<file path="config.mk">
export PLATFORM = sky130hd
export DESIGN_NAME = postfix_expression_evaluator_core
export DESIGN_NICKNAME = d
export VERILOG_FILES = /design/src/rtl/pfe_pkg.sv /design/src/rtl/pfe_alu.sv /design/src/rtl/postfix_expression_evaluator_core.sv
export SDC_FILE = /design/constraint.sdc
export NUM_CORES = 2
export LEC_CHECK = 0
export ABC_AREA = 1
export BUFFER_PORTS_ARGS = -buffer_cell sky130_fd_sc_hd__buf_2
export CAP_MARGIN = 20
export CORE_MARGIN = 2
export CORE_UTILIZATION = 46
export DETAILED_ROUTE_END_ITERATION = 8
export GPL_TIMING_DRIVEN = 0
export SLEW_MARGIN = 15
export SYNTH_ARGS = -nofsm -noshare
export SYNTH_HDL_FRONTEND = slang
export SYNTH_SLANG_ARGS = --single-unit
</file>
<file path="constraint.sdc">
create_clock -name clk_i -period 13.3 [get_ports clk_i]
set_input_delay 1.33 -clock clk_i [delete_from_list [all_inputs] [get_ports clk_i]]
set_output_delay 1.33 -clock clk_i [all_outputs]
set_load 0.01 [all_outputs]
</file>
<file path="src/rtl/pfe_pkg.sv">
package pfe_pkg;

  typedef enum logic [2:0] {
    OP_ADD,
    OP_SUB,
    OP_MUL,
    OP_DIV,
    OP_MOD,
    OP_POW
  } op_e;

  // request to the shared arithmetic unit
  typedef struct packed {
    logic        start;
    op_e         op;
    logic [31:0] lhs;
    logic [31:0] rhs;
  } alu_req_t;

  // answer from the shared arithmetic unit
  typedef struct packed {
    logic        done;
    logic [31:0] value;
    logic        err;
  } alu_rsp_t;

  localparam logic [7:0] ChPlus  = 8'h2B;
  localparam logic [7:0] ChMinus = 8'h2D;
  localparam logic [7:0] ChStar  = 8'h2A;
  localparam logic [7:0] ChSlash = 8'h2F;
  localparam logic [7:0] ChPct   = 8'h25;
  localparam logic [7:0] ChCaret = 8'h5E;
  localparam logic [7:0] ChDollar = 8'h24;
  localparam logic [7:0] ChSpace = 8'h20;
  localparam logic [7:0] ChZero  = 8'h30;
  localparam logic [7:0] ChNine  = 8'h39;

  localparam logic [31:0] OneQ    = 32'h0001_0000;
  localparam logic [31:0] MinusOneQ = 32'hFFFF_0000;
  localparam logic [31:0] MaxQ    = 32'h7FFF_FFFF;
  localparam logic [31:0] MinQ    = 32'h8000_0000;

  typedef enum logic [3:0] {
    A_IDLE,
    A_MUL,
    A_MULSAT,
    A_DIVSETUP,
    A_DIV,
    A_DIVFIN,
    A_POWMUL,
    A_POWMSAT,
    A_DONE
  } alu_state_e;

  typedef enum logic [2:0] {
    S_IDLE,
    S_POPR,
    S_POPL,
    S_WAIT,
    S_PUSH,
    S_LAST,
    S_OUT
  } seq_state_e;

  // saturate a 64-bit signed value to 32 bits
  function automatic logic [32:0] sat64(input logic signed [63:0] v);
    logic [32:0] r;
    if (v > 64'sh0000_0000_7FFF_FFFF) r = {1'b1, MaxQ};
    else if (v < -64'sh0000_0000_8000_0000) r = {1'b1, MinQ};
    else r = {1'b0, v[31:0]};
    return r;
  endfunction

  // truncate Q16.16 toward zero to an integer
  function automatic logic signed [15:0] qtrunc(input logic signed [31:0] v);
    logic [31:0] m;
    logic [15:0] t;
    m = v[31] ? (~v + 32'd1) : v;
    t = m[31:16];
    return v[31] ? $signed(~t + 16'd1) : $signed(t);
  endfunction

endpackage

</file>
<file path="src/rtl/pfe_alu.sv">
module pfe_alu (
  input  logic              clk_i,
  input  logic              rst_ni,
  input  pfe_pkg::alu_req_t req_i,
  output pfe_pkg::alu_rsp_t rsp_o
);

  pfe_pkg::alu_state_e state_q, state_d;
  pfe_pkg::op_e op_q, op_d;
  logic [31:0] lhs_q, lhs_d;
  logic [31:0] rhs_q, rhs_d;
  logic [31:0] acc_q, acc_d;
  logic signed [63:0] prod_q, prod_d;
  logic [63:0] num_q, num_d;     // dividend magnitude, shifts out
  logic [32:0] den_q, den_d;
  logic [32:0] rem_q, rem_d;
  logic [63:0] quo_q, quo_d;
  logic [6:0]  cnt_q, cnt_d;
  logic [15:0] pcnt_q, pcnt_d;   // remaining power steps
  logic        neg_q, neg_d;
  logic        pinv_q, pinv_d;   // power with negative exponent
  logic        err_q, err_d;
  logic [31:0] res_q, res_d;

  logic signed [63:0] mprod;
  logic [31:0] mul_a, mul_b;
  logic [32:0] sat;
  logic [32:0] rtry;
  logic signed [15:0] ti_l, ti_r;
  logic [15:0] mag_l, mag_r;
  logic signed [64:0] sq;
  logic [63:0] pm;

  // one multiplier, shared by multiply and power steps
  assign mul_a = (state_q == pfe_pkg::A_POWMUL) ? acc_q : lhs_q;
  assign mul_b = (state_q == pfe_pkg::A_POWMUL) ? lhs_q : rhs_q;
  assign mprod = $signed(mul_a) * $signed(mul_b);
  assign ti_l  = pfe_pkg::qtrunc(lhs_q);
  assign ti_r  = pfe_pkg::qtrunc(rhs_q);
  assign mag_l = ti_l[15] ? (~ti_l + 16'd1) : ti_l;
  assign mag_r = ti_r[15] ? (~ti_r + 16'd1) : ti_r;
  assign rtry  = {rem_q[31:0], num_q[63]} - den_q;
  assign sq    = neg_q ? -$signed({1'b0, quo_q}) : $signed({1'b0, quo_q});
  assign pm    = prod_q[63] ? ((~prod_q + 64'd1) + 64'd65535) : prod_q;

  always_ff @(posedge clk_i or negedge rst_ni) begin
    if (!rst_ni) begin
      state_q <= pfe_pkg::A_IDLE;
    end else begin
      state_q <= state_d;
    end
  end

  always_ff @(posedge clk_i) begin
    op_q <= op_d; lhs_q <= lhs_d; rhs_q <= rhs_d; acc_q <= acc_d;
    prod_q <= prod_d; num_q <= num_d; den_q <= den_d; rem_q <= rem_d;
    quo_q <= quo_d; cnt_q <= cnt_d; pcnt_q <= pcnt_d; neg_q <= neg_d;
    pinv_q <= pinv_d; err_q <= err_d; res_q <= res_d;
  end

  // sequencer of the shared multiply and divide steps
  always_comb begin
    state_d = state_q; op_d = op_q; lhs_d = lhs_q; rhs_d = rhs_q; acc_d = acc_q;
    prod_d = prod_q; num_d = num_q; den_d = den_q; rem_d = rem_q; quo_d = quo_q;
    cnt_d = cnt_q; pcnt_d = pcnt_q; neg_d = neg_q; pinv_d = pinv_q;
    err_d = err_q; res_d = res_q;
    sat = '0;
    rsp_o.done  = 1'b0;
    rsp_o.value = res_q;
    rsp_o.err   = err_q;
    case (state_q)
      pfe_pkg::A_IDLE: begin
        if (req_i.start) begin
          op_d = req_i.op; lhs_d = req_i.lhs; rhs_d = req_i.rhs; err_d = 1'b0;
          pinv_d = 1'b0;
          case (req_i.op)
            pfe_pkg::OP_ADD: begin
              sat = pfe_pkg::sat64(64'($signed(req_i.lhs)) + 64'($signed(req_i.rhs)));
              res_d = sat[31:0]; err_d = sat[32]; state_d = pfe_pkg::A_DONE;
            end
            pfe_pkg::OP_SUB: begin
              sat = pfe_pkg::sat64(64'($signed(req_i.lhs)) - 64'($signed(req_i.rhs)));
              res_d = sat[31:0]; err_d = sat[32]; state_d = pfe_pkg::A_DONE;
            end
            pfe_pkg::OP_MUL: state_d = pfe_pkg::A_MUL;
            pfe_pkg::OP_DIV: state_d = pfe_pkg::A_DIVSETUP;
            pfe_pkg::OP_MOD: state_d = pfe_pkg::A_DIVSETUP;
            default: begin
              acc_d = pfe_pkg::OneQ;
              state_d = pfe_pkg::A_POWMUL;
            end
          endcase
        end
      end
      pfe_pkg::A_MUL: begin
        prod_d = mprod;
        state_d = pfe_pkg::A_MULSAT;
      end
      pfe_pkg::A_MULSAT: begin
        // floor of product / 2^16, then saturate
        sat = pfe_pkg::sat64(prod_q[63] ? -$signed({16'd0, pm[63:16]})
                                        : $signed({16'd0, pm[63:16]}));
        res_d = sat[31:0]; err_d = err_q | sat[32];
        state_d = pfe_pkg::A_DONE;
      end
      pfe_pkg::A_DIVSETUP: begin
        if (op_q == pfe_pkg::OP_MOD) begin
          if (ti_r == 16'sd0) begin
            res_d = lhs_q[31] ? pfe_pkg::MinQ : pfe_pkg::MaxQ;
            err_d = 1'b1;
            state_d = pfe_pkg::A_DONE;
          end else begin
            // integer remainder through the same divider, sign of the left side
            num_d = {48'd0, mag_l};
            den_d = {17'd0, mag_r};
            neg_d = ti_l[15];
            rem_d = '0; quo_d = '0; cnt_d = 7'd64;
            state_d = pfe_pkg::A_DIV;
          end
        end else if (rhs_q == '0) begin
          res_d = lhs_q[31] ? pfe_pkg::MinQ : pfe_pkg::MaxQ;
          err_d = 1'b1;
          state_d = pfe_pkg::A_DONE;
        end else begin
          num_d = {16'd0, (lhs_q[31] ? (~lhs_q + 32'd1) : lhs_q), 16'd0};
          den_d = {1'b0, (rhs_q[31] ? (~rhs_q + 32'd1) : rhs_q)};
          neg_d = lhs_q[31] ^ rhs_q[31];
          rem_d = '0; quo_d = '0; cnt_d = 7'd64;
          state_d = pfe_pkg::A_DIV;
        end
      end
      pfe_pkg::A_DIV: begin
        // one restoring step per cycle
        if (!rtry[32]) begin
          rem_d = rtry; quo_d = {quo_q[62:0], 1'b1};
        end else begin
          rem_d = {rem_q[31:0], num_q[63]}; quo_d = {quo_q[62:0], 1'b0};
        end
        num_d = {num_q[62:0], 1'b0};
        cnt_d = cnt_q - 7'd1;
        if (cnt_q == 7'd1) state_d = pfe_pkg::A_DIVFIN;
      end
      pfe_pkg::A_DIVFIN: begin
        if (op_q == pfe_pkg::OP_MOD) begin
          res_d = neg_q ? (~{rem_q[15:0], 16'd0} + 32'd1) : {rem_q[15:0], 16'd0};
        end else begin
          sat = pfe_pkg::sat64(sq[63:0]);
          res_d = sat[31:0]; err_d = err_q | sat[32];
        end
        state_d = pfe_pkg::A_DONE;
      end
      pfe_pkg::A_POWMUL: begin
        // set up step count on first entry via op code
        if (op_q == pfe_pkg::OP_POW) begin
          op_d = pfe_pkg::OP_MUL;
          pinv_d = ti_r[15];
          pcnt_d = mag_r;
        end else if (pcnt_q == '0) begin
          if (pinv_q) begin
            lhs_d = pfe_pkg::OneQ; rhs_d = acc_q; op_d = pfe_pkg::OP_DIV;
            state_d = pfe_pkg::A_DIVSETUP;
          end else begin
            res_d = acc_q;
            state_d = pfe_pkg::A_DONE;
          end
        end else begin
          prod_d = mprod;
          pcnt_d = pcnt_q - 16'd1;
          state_d = pfe_pkg::A_POWMSAT;
        end
      end
      pfe_pkg::A_POWMSAT: begin
        sat = pfe_pkg::sat64(prod_q[63] ? -$signed({16'd0, pm[63:16]})
                                        : $signed({16'd0, pm[63:16]}));
        acc_d = sat[31:0]; err_d = err_q | sat[32];
        state_d = pfe_pkg::A_POWMUL;
      end
      pfe_pkg::A_DONE: begin
        rsp_o.done = 1'b1;
        state_d = pfe_pkg::A_IDLE;
      end
      default: state_d = pfe_pkg::A_IDLE;
    endcase
  end

endmodule

</file>
<file path="src/rtl/postfix_expression_evaluator_core.sv">
// Postfix evaluator: takes one ASCII character per item and gives one Q16.16
// result after the item marked last. An operator pops its right and then its
// left operand and waits for the arithmetic unit: divide and modulo run one
// quotient bit per cycle over 64 bits unless the divisor is zero, and power
// runs one multiply per unit of |exponent| (up to 32768 steps) plus a divide
// for a negative exponent. The last item waits for the result to be taken.
// All arithmetic shares one sequenced multiply/divide unit.
module postfix_expression_evaluator_core #(
  parameter int STACK_DEPTH = 16
) (
  input  logic        clk_i,
  input  logic        rst_ni,
  input  logic        in_valid_i,
  output logic        in_ready_o,
  input  logic [7:0]  char_code_i,
  input  logic        last_char_i,
  output logic        out_valid_o,
  input  logic        out_ready_i,
  output logic signed [31:0] result_value_o,
  output logic        overflow_seen_o,
  output logic        underflow_seen_o,
  output logic        arith_error_o
);

  localparam int AW = (STACK_DEPTH > 1) ? $clog2(STACK_DEPTH) : 1;
  localparam int CW = $clog2(STACK_DEPTH + 1);
  localparam logic [CW-1:0] Full = CW'(STACK_DEPTH);

  pfe_pkg::seq_state_e state_q, state_d;
  logic [31:0] stack_q [STACK_DEPTH];
  logic [CW-1:0] cnt_q, cnt_d;
  logic [3:0] pdig_q, pdig_d;
  logic pval_q, pval_d;
  logic [2:0] flags_q, flags_d;
  logic [7:0] ch_q, ch_d;
  logic last_q, last_d;
  logic [31:0] r_q, r_d, l_q, l_d, pv_q, pv_d;
  logic do_push;
  logic [31:0] push_val;
  logic [31:0] top_q;
  pfe_pkg::alu_req_t req;
  pfe_pkg::alu_rsp_t rsp;
  pfe_pkg::op_e op;
  logic is_dig, is_op;
  logic [3:0] dv;
  logic [CW-1:0] cm1;
  logic [CW-1:0] nm1;
  logic [AW-1:0] rd_addr;
  logic [7:0] two;

  pfe_alu u_alu (.clk_i(clk_i), .rst_ni(rst_ni), .req_i(req), .rsp_o(rsp));

  assign cm1 = cnt_q - CW'(1);
  assign nm1 = cnt_d - CW'(1);
  assign rd_addr = nm1[AW-1:0];
  assign is_dig = (ch_q >= pfe_pkg::ChZero) && (ch_q <= pfe_pkg::ChNine);
  assign dv = 4'(ch_q - pfe_pkg::ChZero);
  assign two = {1'b0, pdig_q, 3'b0} + {3'b0, pdig_q, 1'b0} + {4'b0, dv};

  always_comb begin
    is_op = 1'b1;
    case (ch_q)
      pfe_pkg::ChPlus:  op = pfe_pkg::OP_ADD;
      pfe_pkg::ChMinus: op = pfe_pkg::OP_SUB;
      pfe_pkg::ChStar:  op = pfe_pkg::OP_MUL;
      pfe_pkg::ChSlash: op = pfe_pkg::OP_DIV;
      pfe_pkg::ChPct:   op = pfe_pkg::OP_MOD;
      pfe_pkg::ChCaret, pfe_pkg::ChDollar: op = pfe_pkg::OP_POW;
      default: begin op = pfe_pkg::OP_ADD; is_op = 1'b0; end
    endcase
  end

  // control registers
  always_ff @(posedge clk_i or negedge rst_ni) begin
    if (!rst_ni) begin
      state_q <= pfe_pkg::S_IDLE;
      cnt_q <= '0; pdig_q <= '0; pval_q <= 1'b0; flags_q <= '0;
    end else begin
      state_q <= state_d;
      cnt_q <= cnt_d; pdig_q <= pdig_d; pval_q <= pval_d; flags_q <= flags_d;
    end
  end

  always_ff @(posedge clk_i) begin
    ch_q <= ch_d; last_q <= last_d; r_q <= r_d; l_q <= l_d; pv_q <= pv_d;
  end

  // stack memory, top entry read into a register ahead of its use
  always_ff @(posedge clk_i) begin
    if (do_push && cnt_q < Full) begin
      stack_q[cnt_q[AW-1:0]] <= push_val;
      top_q <= push_val;
    end else begin
      top_q <= stack_q[rd_addr];
    end
  end

  assign in_ready_o = (state_q == pfe_pkg::S_IDLE);
  assign out_valid_o = (state_q == pfe_pkg::S_OUT);
  assign result_value_o = pv_q;
  assign overflow_seen_o = flags_q[0];
  assign underflow_seen_o = flags_q[1];
  assign arith_error_o = flags_q[2];

  always_comb begin
    state_d = state_q; cnt_d = cnt_q; pdig_d = pdig_q; pval_d = pval_q;
    flags_d = flags_q; ch_d = ch_q; last_d = last_q; r_d = r_q; l_d = l_q;
    pv_d = pv_q;
    do_push = 1'b0; push_val = '0;
    req.start = 1'b0; req.op = op; req.lhs = l_q; req.rhs = r_q;
    case (state_q)
      pfe_pkg::S_IDLE: begin
        if (in_valid_i) begin
          ch_d = char_code_i; last_d = last_char_i;
          state_d = pfe_pkg::S_POPR;
        end
      end
      pfe_pkg::S_POPR: begin
        // digit and space handling, or the top read before an operator's first pop
        state_d = last_q ? pfe_pkg::S_LAST : pfe_pkg::S_IDLE;
        if (pval_q && is_dig) begin
          pval_d = 1'b0; do_push = 1'b1;
          push_val = {8'd0, two, 16'd0};
        end else begin
          if (pval_q && ch_q == pfe_pkg::ChSpace) begin
            do_push = 1'b1; push_val = {12'd0, pdig_q, 16'd0};
          end
          pval_d = 1'b0;
          if (is_dig) begin
            pdig_d = dv; pval_d = 1'b1;
          end else if (is_op) begin
            state_d = pfe_pkg::S_POPL;
          end
        end
        if (do_push) begin
          if (cnt_q < Full) cnt_d = cnt_q + CW'(1);
          else flags_d[0] = 1'b1;
        end
      end
      pfe_pkg::S_POPL: begin
        // pops take effect in POPL and WAIT; right comes first
        if (cnt_q == '0) begin
          r_d = pfe_pkg::MinusOneQ; flags_d[1] = 1'b1;
        end else begin
          r_d = top_q; cnt_d = cm1;
        end
        state_d = pfe_pkg::S_WAIT;
        ch_d = ch_q;
        last_d = last_q;
        l_d = 32'd0;
        pv_d = pv_q;
        // hold the pending digit flag
        pval_d = pval_q;
      end
      pfe_pkg::S_WAIT: begin
        // left pop, then start the arithmetic unit
        if (cnt_q == '0) begin
          l_d = pfe_pkg::MinusOneQ; flags_d[1] = 1'b1;
        end else begin
          l_d = top_q; cnt_d = cm1;
        end
        state_d = pfe_pkg::S_PUSH;
      end
      pfe_pkg::S_PUSH: begin
        // start on entry, then clear the character as a started mark
        req.start = (ch_q != 8'd0);
        ch_d = 8'd0;
        if (ch_q == 8'd0 && rsp.done) begin
          do_push = 1'b1; push_val = rsp.value;
          if (rsp.err) flags_d[2] = 1'b1;
          if (cnt_q < Full) cnt_d = cnt_q + CW'(1);
          else flags_d[0] = 1'b1;
          state_d = last_q ? pfe_pkg::S_LAST : pfe_pkg::S_IDLE;
        end
      end
      pfe_pkg::S_LAST: begin
        if (cnt_q == '0) begin
          pv_d = pfe_pkg::MinusOneQ; flags_d[1] = 1'b1;
        end else begin
          pv_d = top_q;
        end
        cnt_d = '0;
        state_d = pfe_pkg::S_OUT;
      end
      pfe_pkg::S_OUT: begin
        if (out_ready_i) begin
          flags_d = '0; pdig_d = '0; pval_d = 1'b0;
          state_d = pfe_pkg::S_IDLE;
        end
      end
      default: state_d = pfe_pkg::S_IDLE;
    endcase
  end

  // checks
  a_no_ready_while_out: assert property (@(posedge clk_i) disable iff (!rst_ni)
    out_valid_o |-> !in_ready_o) else $error("ready during output");
  a_count_bound: assert property (@(posedge clk_i) disable iff (!rst_ni)
    cnt_q <= Full) else $error("stack count beyond depth");
  a_out_after_last: assert property (@(posedge clk_i) disable iff (!rst_ni)
    $rose(out_valid_o) |-> $past(state_q == pfe_pkg::S_LAST))
    else $error("result without last item");

endmodule
</file>
==> impl_metrics.yaml <==
clocking:
  clkTransAtPathRegs_ps: 60
  cts_resized: 0
  clockRootBuffer: "clkbuf_16"
  clkLatencyLatePin_ps: 770
  cts.sinks: 1038
  clock_path_buffers: 3
  postCtsSetupRepairBufs: 0
  htree_levels: 3
  hold_buffers: 0
  cts_tree: "built"
  cts_buffers: 108
final_layout:
  fill_cells: 19300
  drive_gt1_frac: 0.0472
  areaGrowthSynthToFinish_pct: 9.31
  regArea_sq_mm: 0.0310
  multiInputGateArea_sq_mm: 0.0534
  nets: 12300
worst_setup_path:
  startpoint_type: "flop"
  critPathKind: "reg2reg"
  critPathSlowestCell: "clkbuf_1"
  cp.required_ps: 13740
  end_kind: "flop"
  crit_arrival_ps: 13080
  cp_max_fo: 10
  max_stage_delay_ps: 910
logic_synthesis:
  synthArstFlopShare: 0.0193
  synth-seq-cells: 1038
  netlist_area_sq_mm: 0.0931
  synthTopCellsByCount: "inv_1 (1914), nand2_1 (1863), nor2_1 (1612)"
  syn-num-nets: 12100
  yosysMostFrequentCell: "inv_1"
  synth-edff-count: 1014
  syn_avg_cell_area_sq_um: 8.72
  synth.top_cell.area_share: 0.327
  ys_top_cells_by_area: "edfxtp_1 (33%), fa_1 (23%), inv_1 (7.7%)"
  yosysWarnings: 0
  ys_seq_area_frac: 0.333
  synth_cells: 10700
  synth_top_area_cell: "edfxtp_1"
  synth_cell_type_count: 69
  ys.flop_type: "edfxtp_1"
grt:
  grt_pass1_vias: 76700
  grt_pass1_wl_microns: 530000
  grt_max_degree: 65
  antenna_found_initial: 15
  track_usage: 0.359
  grt_overflow: 0
timing:
  rsz0062_at_grt: "no"
  drv_slew: 0
  skew_ps: 50.1
  whs_ps: 491
  hold_viol: 0
  worst_slew_pin_slew_ps: 1300
  setup_tns_ps: 0
  post-route-period-util: 0.951
  setup_viol: 0
  relSlewSlack: 0.136
  max_freq_ghz: 0.0791
  finalCriticalPeriod_ps: 12640
  post-route-worst-setup-slack_ps: 656
die:
  die_w_microns: 454
  ios: 50
  die_y_microns: 454
  design.die.area_sq_mm: 0.206
  fp-row-count: 165
  core-area_sq_mm: 0.202
  start_util: 0.462
routing:
  m1WireLength_microns: 146000
  wl_met3_microns: 27400
  routed_wl_microns: 369000
  top_layer_used: "met5"
  dr.pass1.iters: 6
  wl_per_cell_microns: 27.0
  drt_iter0_markers: 7646
  dr_total_vias: 76800
  drc: 0
  dr_wl_met2_microns: 172000
  ant_nets: 0
  viasPerCell: 5.62
placed_design:
  io_buffers: 49
  pre_cts_ws_ps: 745
  dp_hpwl_microns: 302000
  place.gp.congestion: 1.09
flow_run:
  max_cap_viol_count: 0
min_path:
  hp-class: "reg2reg"
status:
  outcome: "complete, no violations"
==> cells by family (layout without fill, tap and decap cells) <==
logic type,count (synthesis),after routing,share of synthesized area
adder cells (fa/ha/maj),1387,1387,0.274
multiplexers,4,4,0.000430
flip-flops,1038,1038,0.333
AND/OR/NAND/NOR,4242,4242,0.187
AO/OA/AOI/OAI,1340,1340,0.0816
XOR/XNOR,284,284,0.0268
other,0,6,0
buffers and inverters,2378,2706,0.0971
==> sequential cells by signal, indices dropped and copies added, names as in the netlist, 4 cells and up, named ones only <==
name,cells
r_q,32
cnt_q,5
u_alu.res_q,32
l_q,32
u_alu.rem_q,32
stack_q,512
u_alu.rhs_q,32
u_alu.state_q,4
u_alu.prod_q,48
u_alu.num_q,64
pdig_q,4
u_alu.quo_q,64
u_alu.acc_q,32
ch_q,8
result_value_o,32
u_alu.den_q,32
u_alu.lhs_q,32
u_alu.pcnt_q,16
u_alu.cnt_q,7
==> worst max-delay path: cells and delay by family (launching register included) <==
| kind | cells | cell delay (ps) |
|---|---|---|
| compound gates | 7 | 2080 |
| xor+xnor | 1 | 610 |
| fa+ha+maj | 9 | 4530 |
| buf+inv | 12 | 3720 |
| flops | 1 | 400 |
| simple gates | 6 | 910 |
==> routing by layer <==
metal	GRT usage	up-vias
met3	0.0543	774
met2	0.582	3445
met1	0.461	38400
li1	-	34200
met4	0.199	12
met5	0	-
==> through the flow <==
step / utilization / cell area (sq um) / std cells
floorplan: - / 93100 / 10700
global placement: 0.479 / 96700 / 13400
detailed placement: 0.486 / 98000 / 13500
CTS: 0.504 / 102000 / 13700
global route: 0.504 / 102000 / 13700
finish: 0.504 / 102000 / 13700
==> cells in the final DEF (no fill, tap or decap), drive strengths merged, types with 301 or more instances in the layout <==
master  synthesis  layout
inv          1930    1933
nand2        1898    1898
nor2         1640    1640
fa           1086    1086
edfxtp       1014    1014
o21ai         695     695
clkbuf        356     489
nand3         436     436
a21oi         360     360
ha            301     301
==> worst paths after layout <==
check	start	end	slack (ps)	cells after the start
max	u_alu.state_q[3]	u_alu.prod_q[63]	660	35
min	u_alu.num_q[35]	u_alu.num_q[36]	490	2
max reg2reg	u_alu.state_q[3]	u_alu.prod_q[63]	660	35
min reg2reg	u_alu.num_q[35]	u_alu.num_q[36]	490	2
max in group asynchronous	rst_ni	u_alu.state_q[2]	12090	1
min in group asynchronous	rst_ni	flags_q[2]	660	1
==> layout make-up <==
cell class              instances  area share
plain buffers                 428      0.0170
repair buffers                124      0.0132
flip-flops and latches       1038       0.305
diodes                          6    0.000148
multi-input cells            7257       0.524
clock inverters                71     0.00791
well taps                    2672      0.0329
inverters                    1950      0.0720
clock buffers                 133      0.0277
Power is left out: the tool's default activity adds up to more than one toggle a clock period on the data nets, which glitch-free logic cannot reach.
